==> src/erc_pkg.sv <==
`timescale 1ns / 1ps
// Shared types and constants for the e-paper refresh controller.
// No dependencies; imported by every module of the block.
package erc_pkg;

  typedef enum logic [3:0] {
    PH_UNINIT      = 4'd0,
    PH_RESET_HIGH  = 4'd1,
    PH_RESET_LOW   = 4'd2,
    PH_RESET_DONE  = 4'd3,
    PH_INIT_CMDS   = 4'd4,
    PH_INIT_WAIT   = 4'd5,
    PH_IDLE        = 4'd6,
    PH_PREPARE     = 4'd7,
    PH_SEND        = 4'd8,
    PH_REFRESH     = 4'd9,
    PH_REF_WAIT    = 4'd10,
    PH_SLEEP       = 4'd11
  } phase_t;

  typedef enum logic [1:0] {
    CMD_POLL     = 2'd0,
    CMD_UPDATE   = 2'd1,
    CMD_SHUTDOWN = 2'd2,
    CMD_NONE     = 2'd3
  } cmd_t;

  typedef enum logic [2:0] {
    ACT_NONE      = 3'd0,
    ACT_INIT      = 3'd1,
    ACT_PREPARE   = 3'd2,
    ACT_SEND      = 3'd3,
    ACT_FULL      = 3'd4,
    ACT_PARTIAL   = 3'd5,
    ACT_SLEEP     = 3'd6
  } action_t;

  typedef enum logic [1:0] {
    RST_NONE = 2'd0,
    RST_LOW  = 2'd1,
    RST_HIGH = 2'd2
  } rst_wr_t;

  typedef enum logic [1:0] {
    WARN_NONE     = 2'd0,
    WARN_INIT     = 2'd1,
    WARN_PREPARE  = 2'd2,
    WARN_REFRESH  = 2'd3
  } warn_t;

  typedef enum logic [1:0] {
    CFG_HAS_RESET  = 2'd0,
    CFG_HAS_BUSY   = 2'd1,
    CFG_BUSY_LEVEL = 2'd2,
    CFG_FULL_EVERY = 2'd3
  } cfg_idx_t;

  typedef enum logic [1:0] {
    ST_TAKE = 2'd0,
    ST_EVAL = 2'd1,
    ST_DIV  = 2'd2
  } ctrl_state_t;

  localparam int unsigned CFG_W = 16;

  localparam logic [31:0] LOW_HOLD_MS      = 32'd100;
  localparam logic [31:0] HIGH_SETTLE_MS   = 32'd10;
  localparam logic [31:0] BUSY_LIMIT_MS    = 32'd2000;
  localparam logic [31:0] REFRESH_LIMIT_MS = 32'd60000;

  localparam logic [15:0] FULL_EVERY_RST = 16'd10;

  typedef struct packed {
    logic load;
    logic start_div;
    logic commit;
  } dp_cmd_t;

  typedef struct packed {
    logic need_div;
    logic div_done;
  } dp_stat_t;

endpackage

==> src/erc_rem.sv <==
`timescale 1ns / 1ps
// Restoring remainder unit: 32-bit dividend by 16-bit divisor, one bit per cycle.
// Depends on erc_pkg.
module erc_rem
  import erc_pkg::*;
(
  input  logic        clk,
  input  logic        rst_n,
  input  logic        start,
  input  logic [31:0] dividend,
  input  logic [15:0] divisor,
  output logic        done,
  output logic [15:0] remainder
);

  logic        run_r, run_nxt;
  logic        fin_r, fin_nxt;
  logic [4:0]  cnt_r, cnt_nxt;
  logic [31:0] dvd_r, dvd_nxt;
  logic [15:0] dsr_r, dsr_nxt;
  logic [15:0] rem_r, rem_nxt;
  logic [16:0] rem_sh;
  logic [16:0] rem_sub;

  always_comb begin
    rem_sh  = {rem_r, dvd_r[31]};
    rem_sub = rem_sh - {1'b0, dsr_r};
    run_nxt = run_r;
    fin_nxt = 1'b0;
    cnt_nxt = cnt_r;
    dvd_nxt = dvd_r;
    dsr_nxt = dsr_r;
    rem_nxt = rem_r;
    if (start) begin
      run_nxt = 1'b1;
      cnt_nxt = '0;
      dvd_nxt = dividend;
      dsr_nxt = divisor;
      rem_nxt = '0;
    end else if (run_r) begin
      dvd_nxt = {dvd_r[30:0], 1'b0};
      if (rem_sh >= {1'b0, dsr_r}) begin
        rem_nxt = rem_sub[15:0];
      end else begin
        rem_nxt = rem_sh[15:0];
      end
      cnt_nxt = cnt_r + 5'd1;
      if (cnt_r == '1) begin
        run_nxt = 1'b0;
        fin_nxt = 1'b1;
      end
    end
  end

  always_ff @(posedge clk) begin
    if (!rst_n) begin
      run_r <= 1'b0;
      fin_r <= 1'b0;
      cnt_r <= '0;
    end else begin
      run_r <= run_nxt;
      fin_r <= fin_nxt;
      cnt_r <= cnt_nxt;
    end
  end

  always_ff @(posedge clk) begin
    dvd_r <= dvd_nxt;
    dsr_r <= dsr_nxt;
    rem_r <= rem_nxt;
  end

  assign done      = fin_r;
  assign remainder = rem_r;

endmodule

==> src/erc_datapath.sv <==
`timescale 1ns / 1ps
// Datapath: configuration, item and panel state registers, step logic, result register.
// Depends on erc_pkg and erc_rem.
module erc_datapath
  import erc_pkg::*;
(
  input  logic              clk,
  input  logic              rst_n,
  input  logic              cfg_we,
  input  logic [1:0]        cfg_index,
  input  logic [CFG_W-1:0]  cfg_wdata,
  input  logic [1:0]        in_command,
  input  logic [31:0]       in_now_ms,
  input  logic              in_busy_line,
  input  logic              in_want_full,
  input  dp_cmd_t           cmd,
  output dp_stat_t          stat,
  output logic [2:0]        out_action,
  output logic [1:0]        out_reset_write,
  output logic [1:0]        out_warning,
  output logic [3:0]        out_phase_now,
  output logic [31:0]       out_update_number,
  output logic              out_full_refresh,
  output logic              out_park
);

  // configuration
  logic        has_rst_r;
  logic        has_busy_r;
  logic        busy_lvl_r;
  logic [15:0] full_every_r;

  // latched item
  cmd_t        cmd_r;
  logic [31:0] now_r;
  logic        line_r;
  logic        want_r;

  // panel state
  phase_t      phase_r, phase_nxt;
  logic [31:0] start_r, start_nxt;
  logic        upd_r, upd_nxt;
  logic        force_r, force_nxt;
  logic [31:0] count_r, count_nxt;
  logic        full_r, full_nxt;

  // result
  action_t     act_r, act_nxt;
  rst_wr_t     rstw_r, rstw_nxt;
  warn_t       warn_r, warn_nxt;
  phase_t      ph_out_r;
  logic [31:0] cnt_out_r;
  logic        full_out_r;
  logic        park_r, park_nxt;

  logic [31:0] elapsed;
  logic [31:0] count_inc;
  logic        busy;
  logic        periodic;
  logic        div_done;
  logic [15:0] rem;

  erc_rem u_rem (
    .clk       (clk),
    .rst_n     (rst_n),
    .start     (cmd.start_div),
    .dividend  (count_inc),
    .divisor   (full_every_r),
    .done      (div_done),
    .remainder (rem)
  );

  always_ff @(posedge clk) begin
    if (!rst_n) begin
      has_rst_r    <= 1'b1;
      has_busy_r   <= 1'b1;
      busy_lvl_r   <= 1'b1;
      full_every_r <= FULL_EVERY_RST;
    end else if (cfg_we) begin
      case (cfg_idx_t'(cfg_index))
        CFG_HAS_RESET:  has_rst_r    <= cfg_wdata[0];
        CFG_HAS_BUSY:   has_busy_r   <= cfg_wdata[0];
        CFG_BUSY_LEVEL: busy_lvl_r   <= cfg_wdata[0];
        CFG_FULL_EVERY: full_every_r <= cfg_wdata[15:0];
        default: ;
      endcase
    end
  end

  always_ff @(posedge clk) begin
    if (cmd.load) begin
      cmd_r  <= cmd_t'(in_command);
      now_r  <= in_now_ms;
      line_r <= in_busy_line;
      want_r <= in_want_full;
    end
  end

  always_comb begin
    elapsed   = now_r - start_r;
    count_inc = count_r + 32'd1;
    busy      = has_busy_r && (line_r == busy_lvl_r);
    periodic  = (full_every_r != 16'd0) && (rem == 16'd0);

    phase_nxt = phase_r;
    start_nxt = start_r;
    upd_nxt   = upd_r;
    force_nxt = force_r;
    count_nxt = count_r;
    full_nxt  = full_r;
    act_nxt   = ACT_NONE;
    rstw_nxt  = RST_NONE;
    warn_nxt  = WARN_NONE;

    case (cmd_r)
      CMD_UPDATE: begin
        upd_nxt = 1'b1;
        if (want_r) begin
          force_nxt = 1'b1;
        end
      end
      CMD_SHUTDOWN: begin
        act_nxt   = ACT_SLEEP;
        phase_nxt = PH_SLEEP;
      end
      CMD_POLL: begin
        case (phase_r)
          PH_RESET_HIGH: begin
            if (has_rst_r) begin
              rstw_nxt  = RST_HIGH;
              phase_nxt = PH_RESET_LOW;
              start_nxt = now_r;
            end else begin
              phase_nxt = PH_INIT_CMDS;
            end
          end
          PH_RESET_LOW: begin
            if (elapsed >= LOW_HOLD_MS) begin
              rstw_nxt  = has_rst_r ? RST_LOW : RST_NONE;
              phase_nxt = PH_RESET_DONE;
              start_nxt = now_r;
            end
          end
          PH_RESET_DONE: begin
            if (elapsed >= HIGH_SETTLE_MS) begin
              rstw_nxt  = has_rst_r ? RST_HIGH : RST_NONE;
              phase_nxt = PH_INIT_CMDS;
              start_nxt = now_r;
            end
          end
          PH_INIT_CMDS: begin
            if (elapsed >= HIGH_SETTLE_MS) begin
              act_nxt   = ACT_INIT;
              phase_nxt = PH_INIT_WAIT;
              start_nxt = now_r;
            end
          end
          PH_INIT_WAIT: begin
            if (!busy) begin
              phase_nxt = PH_IDLE;
            end else if (elapsed > BUSY_LIMIT_MS) begin
              warn_nxt  = WARN_INIT;
              phase_nxt = PH_IDLE;
            end
          end
          PH_IDLE: begin
            if (upd_r) begin
              upd_nxt   = 1'b0;
              count_nxt = count_inc;
              full_nxt  = force_r || (count_inc == 32'd1) || periodic;
              force_nxt = 1'b0;
              phase_nxt = PH_PREPARE;
              start_nxt = now_r;
            end
          end
          PH_PREPARE: begin
            if (!busy) begin
              act_nxt   = ACT_PREPARE;
              phase_nxt = PH_SEND;
              start_nxt = now_r;
            end else if (elapsed > BUSY_LIMIT_MS) begin
              warn_nxt  = WARN_PREPARE;
              act_nxt   = ACT_PREPARE;
              phase_nxt = PH_SEND;
              start_nxt = now_r;
            end
          end
          PH_SEND: begin
            act_nxt   = ACT_SEND;
            phase_nxt = PH_REFRESH;
            start_nxt = now_r;
          end
          PH_REFRESH: begin
            act_nxt   = full_r ? ACT_FULL : ACT_PARTIAL;
            phase_nxt = PH_REF_WAIT;
            start_nxt = now_r;
          end
          PH_REF_WAIT: begin
            if (!busy) begin
              phase_nxt = PH_IDLE;
            end else if (elapsed > REFRESH_LIMIT_MS) begin
              warn_nxt  = WARN_REFRESH;
              phase_nxt = PH_IDLE;
            end
          end
          default: ;
        endcase
      end
      default: ;
    endcase

    park_nxt = ((phase_nxt == PH_IDLE) && !upd_nxt) || (phase_nxt == PH_SLEEP);
  end

  always_ff @(posedge clk) begin
    if (!rst_n) begin
      phase_r <= PH_RESET_HIGH;
      start_r <= '0;
      upd_r   <= 1'b0;
      force_r <= 1'b0;
      count_r <= '0;
      full_r  <= 1'b0;
    end else if (cmd.commit) begin
      phase_r <= phase_nxt;
      start_r <= start_nxt;
      upd_r   <= upd_nxt;
      force_r <= force_nxt;
      count_r <= count_nxt;
      full_r  <= full_nxt;
    end
  end

  always_ff @(posedge clk) begin
    if (cmd.commit) begin
      act_r      <= act_nxt;
      rstw_r     <= rstw_nxt;
      warn_r     <= warn_nxt;
      ph_out_r   <= phase_nxt;
      cnt_out_r  <= count_nxt;
      full_out_r <= full_nxt;
      park_r     <= park_nxt;
    end
  end

  assign stat.need_div = (cmd_r == CMD_POLL) && (phase_r == PH_IDLE) && upd_r;
  assign stat.div_done = div_done;

  assign out_action        = act_r;
  assign out_reset_write   = rstw_r;
  assign out_warning       = warn_r;
  assign out_phase_now     = ph_out_r;
  assign out_update_number = cnt_out_r;
  assign out_full_refresh  = full_out_r;
  assign out_park          = park_r;

endmodule

==> src/erc_ctrl.sv <==
`timescale 1ns / 1ps
// Controller: item handshake, step sequencing and result valid flag.
// Depends on erc_pkg.
module erc_ctrl
  import erc_pkg::*;
(
  input  logic     clk,
  input  logic     rst_n,
  input  logic     in_valid,
  output logic     in_stall,
  output logic     out_valid,
  input  logic     out_stall,
  input  dp_stat_t stat,
  output dp_cmd_t  cmd
);

  ctrl_state_t st_r, st_nxt;
  logic        ov_r, ov_nxt;
  logic        room;
  logic        take;

  assign room = !ov_r || !out_stall;

  always_comb begin
    st_nxt        = st_r;
    cmd.load      = 1'b0;
    cmd.start_div = 1'b0;
    cmd.commit    = 1'b0;
    take          = 1'b0;
    case (st_r)
      ST_TAKE: begin
        take = room && rst_n;
        if (in_valid && take) begin
          cmd.load = 1'b1;
          st_nxt   = ST_EVAL;
        end
      end
      ST_EVAL: begin
        if (stat.need_div) begin
          cmd.start_div = 1'b1;
          st_nxt        = ST_DIV;
        end else begin
          cmd.commit = 1'b1;
          st_nxt     = ST_TAKE;
        end
      end
      ST_DIV: begin
        if (stat.div_done) begin
          cmd.commit = 1'b1;
          st_nxt     = ST_TAKE;
        end
      end
      default: st_nxt = ST_TAKE;
    endcase

    ov_nxt = ov_r;
    if (cmd.commit) begin
      ov_nxt = 1'b1;
    end else if (ov_r && !out_stall) begin
      ov_nxt = 1'b0;
    end
  end

  always_ff @(posedge clk) begin
    if (!rst_n) begin
      st_r <= ST_TAKE;
      ov_r <= 1'b0;
    end else begin
      st_r <= st_nxt;
      ov_r <= ov_nxt;
    end
  end

  assign in_stall  = !take;
  assign out_valid = ov_r;

endmodule

==> src/epaper_refresh_controller_top.sv <==
`timescale 1ns / 1ps
// Top level of the e-paper refresh controller: controller plus datapath.
// Depends on erc_pkg, erc_ctrl and erc_datapath.
//
//   channel  handshake           payload
//   in       in_valid/in_stall   in_command, in_now_ms, in_busy_line, in_want_full
//   out      out_valid/out_stall out_action .. out_park (one result per item)
//   cfg      cfg_we              cfg_index, cfg_wdata (no read-back)
//
// An item is first accepted, then evaluated, and the result register is loaded.
// An idle poll that starts a pending update also waits for the
// one-bit-per-cycle remainder unit that checks the periodic full refresh.
// Reset is synchronous and active low; configuration returns to its defaults.
// A stalled result holds; the next item is taken in the cycle it is removed.
module epaper_refresh_controller_top
  import erc_pkg::*;
(
  input  logic              clk,
  input  logic              rst_n,
  input  logic              cfg_we,
  input  logic [1:0]        cfg_index,
  input  logic [CFG_W-1:0]  cfg_wdata,
  input  logic              in_valid,
  output logic              in_stall,
  input  logic [1:0]        in_command,
  input  logic [31:0]       in_now_ms,
  input  logic              in_busy_line,
  input  logic              in_want_full,
  output logic              out_valid,
  input  logic              out_stall,
  output logic [2:0]        out_action,
  output logic [1:0]        out_reset_write,
  output logic [1:0]        out_warning,
  output logic [3:0]        out_phase_now,
  output logic [31:0]       out_update_number,
  output logic              out_full_refresh,
  output logic              out_park
);

  dp_cmd_t  cmd;
  dp_stat_t stat;

  erc_ctrl u_ctrl (
    .clk       (clk),
    .rst_n     (rst_n),
    .in_valid  (in_valid),
    .in_stall  (in_stall),
    .out_valid (out_valid),
    .out_stall (out_stall),
    .stat      (stat),
    .cmd       (cmd)
  );

  erc_datapath u_dp (
    .clk               (clk),
    .rst_n             (rst_n),
    .cfg_we            (cfg_we),
    .cfg_index         (cfg_index),
    .cfg_wdata         (cfg_wdata),
    .in_command        (in_command),
    .in_now_ms         (in_now_ms),
    .in_busy_line      (in_busy_line),
    .in_want_full      (in_want_full),
    .cmd               (cmd),
    .stat              (stat),
    .out_action        (out_action),
    .out_reset_write   (out_reset_write),
    .out_warning       (out_warning),
    .out_phase_now     (out_phase_now),
    .out_update_number (out_update_number),
    .out_full_refresh  (out_full_refresh),
    .out_park          (out_park)
  );

endmodule
==> config.mk <==
export PLATFORM = sky130hd
export DESIGN_NAME = epaper_refresh_controller_top
export DESIGN_NICKNAME = d
export VERILOG_FILES = /design/src/erc_pkg.sv /design/src/erc_rem.sv /design/src/erc_datapath.sv /design/src/erc_ctrl.sv /design/src/epaper_refresh_controller_top.sv
export SDC_FILE = /design/constraint.sdc
export NUM_CORES = 1
export LEC_CHECK = 0
export BUFFER_PORTS_ARGS = -buffer_cell sky130_fd_sc_hd__clkbuf_2
export CAP_MARGIN = 10
export CORE_MARGIN = 1
export CORE_UTILIZATION = 35
export DETAILED_ROUTE_END_ITERATION = 10
export GPL_ROUTABILITY_DRIVEN = 0
export GPL_TIMING_DRIVEN = 0
export HOLD_SLACK_MARGIN = 0.1
export PLACE_DENSITY = 0.61
export SYNTH_ARGS = -nofsm -noshare
export SYNTH_HDL_FRONTEND = slang
export SYNTH_SLANG_ARGS = --single-unit
==> constraint.sdc <==
create_clock -name clk -period 5.5 [get_ports clk]
set_input_delay 1.1 -clock clk [delete_from_list [all_inputs] [get_ports clk]]
set_output_delay 1.1 -clock clk [all_outputs]
set_load 0.05 [all_outputs]
==> flow_summary_export.csv <==
group,metric,value,unit
power,p_seq_share,43.5,%
power,switching_power,1.12,mW
route,routedWlPerCell,16.2,um
yosys,avgSynthCellArea,8.95,um^2
clock_tree,clockRootBuffer,"clkbuf_16",
power,finalPower,4.59,mW
die,top_level_ports,106,
timing,hold_viol,0,
timing,grt_setup_unrepaired,"false",
critical_path,end_kind,"flop",
yosys,syn-cell-area,14200,um^2
route,dr.pass1.iters,8,
yosys,async_flop_share,0,%
power,p_per_area,277,nW/um^2
power,switching_share,24.5,%
cells_and_area,nFillCells,3963,
clock_tree,post-cts-setup-buffers,0,
critical_path,arrival,5.42,ns
clock_tree,clk_latency,0.58,ns
power,p_leak,6.38,nW
die,row_count,73,
yosys,synth_area_leader_cell,"edfxtp_1",
critical_path,cp.required,5.94,ns
clock_tree,cts_sinks,245,
timing,period_minus_slack,4.98,ns
route,drcViolationCount,0,
die,die_area,41500,um^2
cells_and_area,drive_gt1_share,11.6,%
timing,skew,0.00909,ns
cells_and_area,final_common_cell,"nand2_1",
power,combPwrFrac,10.3,%
timing,setup_violations,0,
clock_tree,htree_levels,1,
timing,max_freq,0.201,GHz
yosys,synthTopCellsByArea,"edfxtp_1 27%, dfxtp_1 16%, nand2_1 5.3%, ha_1 4.7%, nor2_1 4.3%",
cells_and_area,syn2layout_area_growth,16.5,%
route,drtAntennaViolNets,0,
timing,slew_violations,0,
timing,finalSetupTns,0,ns
route,via_count,12072,
grt,grt_pass1_wl,59.5,mm
die,die_h,204,um
die,die_w,204,um
power,clkPwrFrac,46.3,%
timing,slew_headroom,29.6,%
die,core-area,39900,um^2
yosys,yosys.area.top_type_share,27.2,%
critical_path,critical_path_class,"reg -> reg",
cells_and_area,fin_area,16600,um^2
power,p_int,3.46,mW
yosys,yosysWarnings,0,
clock_tree,clk_pin_slew,0.06,ns
grt,grt_start_max_net_pins,33,
grt,antenna_found_initial,0,
timing,worstMarginPinSlew,1.05,ns
timing,setup_slack,0.521,ns
route,drt_iter0_markers,880,
route,routed_via_density,5.30,
yosys,mappedNetlistNets,1706,
cells_and_area,nNetsFinal,1846,
min_path,hold_path_class,"reg -> reg",
place,pre_cts_ws,0.264,ns
place,hpwlAfterDp,27.7,mm
route,wl,36.9,mm
flow_run,drv_cap,0,
power,peakVddDrop,0.000240,V
yosys,synth_seq_area_share,43.5,%
yosys,synth-edff-count,129,
die,start_util,35.7,%
yosys,ys.flop_type,"edfxtp_1",
yosys,synth_seq_cells,245,
place,io_buffers,105,
yosys,synth_cells,1591,
critical_path,worstPathMaxFanout,10,
critical_path,cp-start-kind,"flop",
yosys,synth_cell_types,89,
timing,fin_crit_sh,90.5,%
clock_tree,cts-buffers-inserted,29,
clock_tree,clockBufferDepth,3,
grt,track_usage,17.8,%
grt,grt_pass1_vias,11606,
clock_tree,cts_tree,"done",
run_status,status,"finished clean",
cells_and_area,mostFrequentLayoutCells,"202 x nand2_1, 162 x nor2_1, 129 x edfxtp_1",
cells_and_area,antenna_cells,0,
grt,grt_overflow,0,
place,place_area,15500,um^2
final timing paths:
kind / start / endpoint / slack [ns] / cells past startpoint
min: u_dp.full_every_r[10] / u_dp.u_rem.dsr_r[10] / 0.45 / 0
min reg2reg: u_dp.full_every_r[10] / u_dp.u_rem.dsr_r[10] / 0.45 / 0
max reg2reg: u_dp.now_r[0] / u_dp.start_r[19] / 0.52 / 17
max: u_dp.now_r[0] / u_dp.start_r[19] / 0.52 / 17
final cells by class:
class / instances / area (um^2) / area share (%)
repair buffers: 109 / 606 / 3.65
clock buffers: 37 / 806 / 4.86
plain buffers: 88 / 354 / 2.14
inverters: 90 / 338 / 2.04
clock inverters: 17 / 263 / 1.58
multi-input cells: 1168 / 7360 / 44.4
well taps: 525 / 657 / 3.96
flip-flops and latches: 245 / 6200 / 37.4
cells by family (layout without fill, tap and decap cells):
| family | count (synthesis) | in the layout | synth area share (%) |
|---|---|---|---|
| and+or+nand+nor | 593 | 593 | 19.6 |
| AOI/OAI and AO/OA | 346 | 346 | 15.8 |
| DFF | 245 | 245 | 43.5 |
| buffers and inverters | 178 | 341 | 4.85 |
| xor gates and xnor gates | 115 | 115 | 7.07 |
| muxes | 58 | 58 | 4.10 |
| adders and majority gates | 56 | 56 | 5.03 |
per-layer routing:
layer | vias to the layer above | track usage (%) | part of all wire (%)
met2 | 356 | 30.1 | 47
li1 | 5955 | - | -
met5 | - | 0 | 0
met4 | 0 | 6.07 | 3.3
met1 | 5685 | 23.1 | 44
met3 | 76 | 2.59 | 5.7
synthesized netlist by cell type (5+ instances only):
cell type    n
nor3_1      32
nor2b_1      5
o21a_1      13
a211oi_1    16
xnor2_1     61
inv_1       88
a21oi_1     95
buf_1        8
or2_2        9
nand3_1     43
nand2_1    202
dfxtp_1    116
nor4_1      21
a21o_1      10
a31oi_1      9
o311ai_0     5
o31ai_1      5
clkbuf_1    66
ha_1        54
o21ai_0    101
o211ai_1    13
edfxtp_1   129
xor2_1      54
nand2b_1    11
or3_1       18
o41ai_1      6
mux2i_1     56
nor2_1     163
buf_2       10
and2_1      11
nand4_1     27
and3_1      19
o2111a_1     5
critical path, stage by stage (launching register included):
cell	delay (ns)
edfxtp_1	0.38
inv_1	0.07
ha_1	0.16
inv_1	0.05
fa_1	0.41
a211oi_2	0.35
o211ai_2	0.22
a21oi_1	0.33
xor2_1	0.26
nand2_1	0.12
nor4b_2	0.45
nand3_1	0.24
o32a_1	0.34
o21a_1	0.17
o2111ai_1	0.57
buf_2	0.44
mux2i_1	0.22
nor2_1	0.06
sequential cells by signal, summed over array words and instances, names as in the netlist, 2 cells and up:
register and flops:
u_dp.u_rem.cnt_r 5, u_dp.phase_r 4, u_ctrl.st_r 2, u_dp.out_action 3, u_dp.start_r 32, u_dp.out_reset_write 2, u_dp.count_r 32, u_dp.out_phase_now 4
u_dp.u_rem.remainder 16, u_dp.out_update_number 32, u_dp.out_warning 2, u_dp.full_every_r 16, u_dp.u_rem.dsr_r 16, u_dp.u_rem.dvd_r 32, u_dp.cmd_r 2, u_dp.now_r 32
metrics by stage:
stage,std cells,util [%],hold slack [ns]
final,2279,41.5,0.451
after global routing,2279,41.5,0.461
after CTS,2277,41.5,0.448
after detailed placement,2223,38.8,0.441
after global placement,2221,38.6,0.438
after floorplan,1591,-,0.427
power groups by stage:
stage	registers, mW	logic (mW)	clock network, mW
floorplan	2.03	0.330	0
global placement	2.03	0.451	0
detailed placement	2.03	0.464	0
CTS	1.99	0.467	2.17
global route	2.00	0.523	2.24
finish	1.99	0.471	2.12
repair_timing:
| action | 4_1_cts | 5_1_grt |
|---|---|---|
| gates resized for setup | 0 | 1 |
| hold buffers | 0 | 0 |
| endpoints found under the setup margin | 0 | 30 |
| hold endpoints to repair | 0 | 0 |
Note: power is estimated with default switching activity, not from simulation.
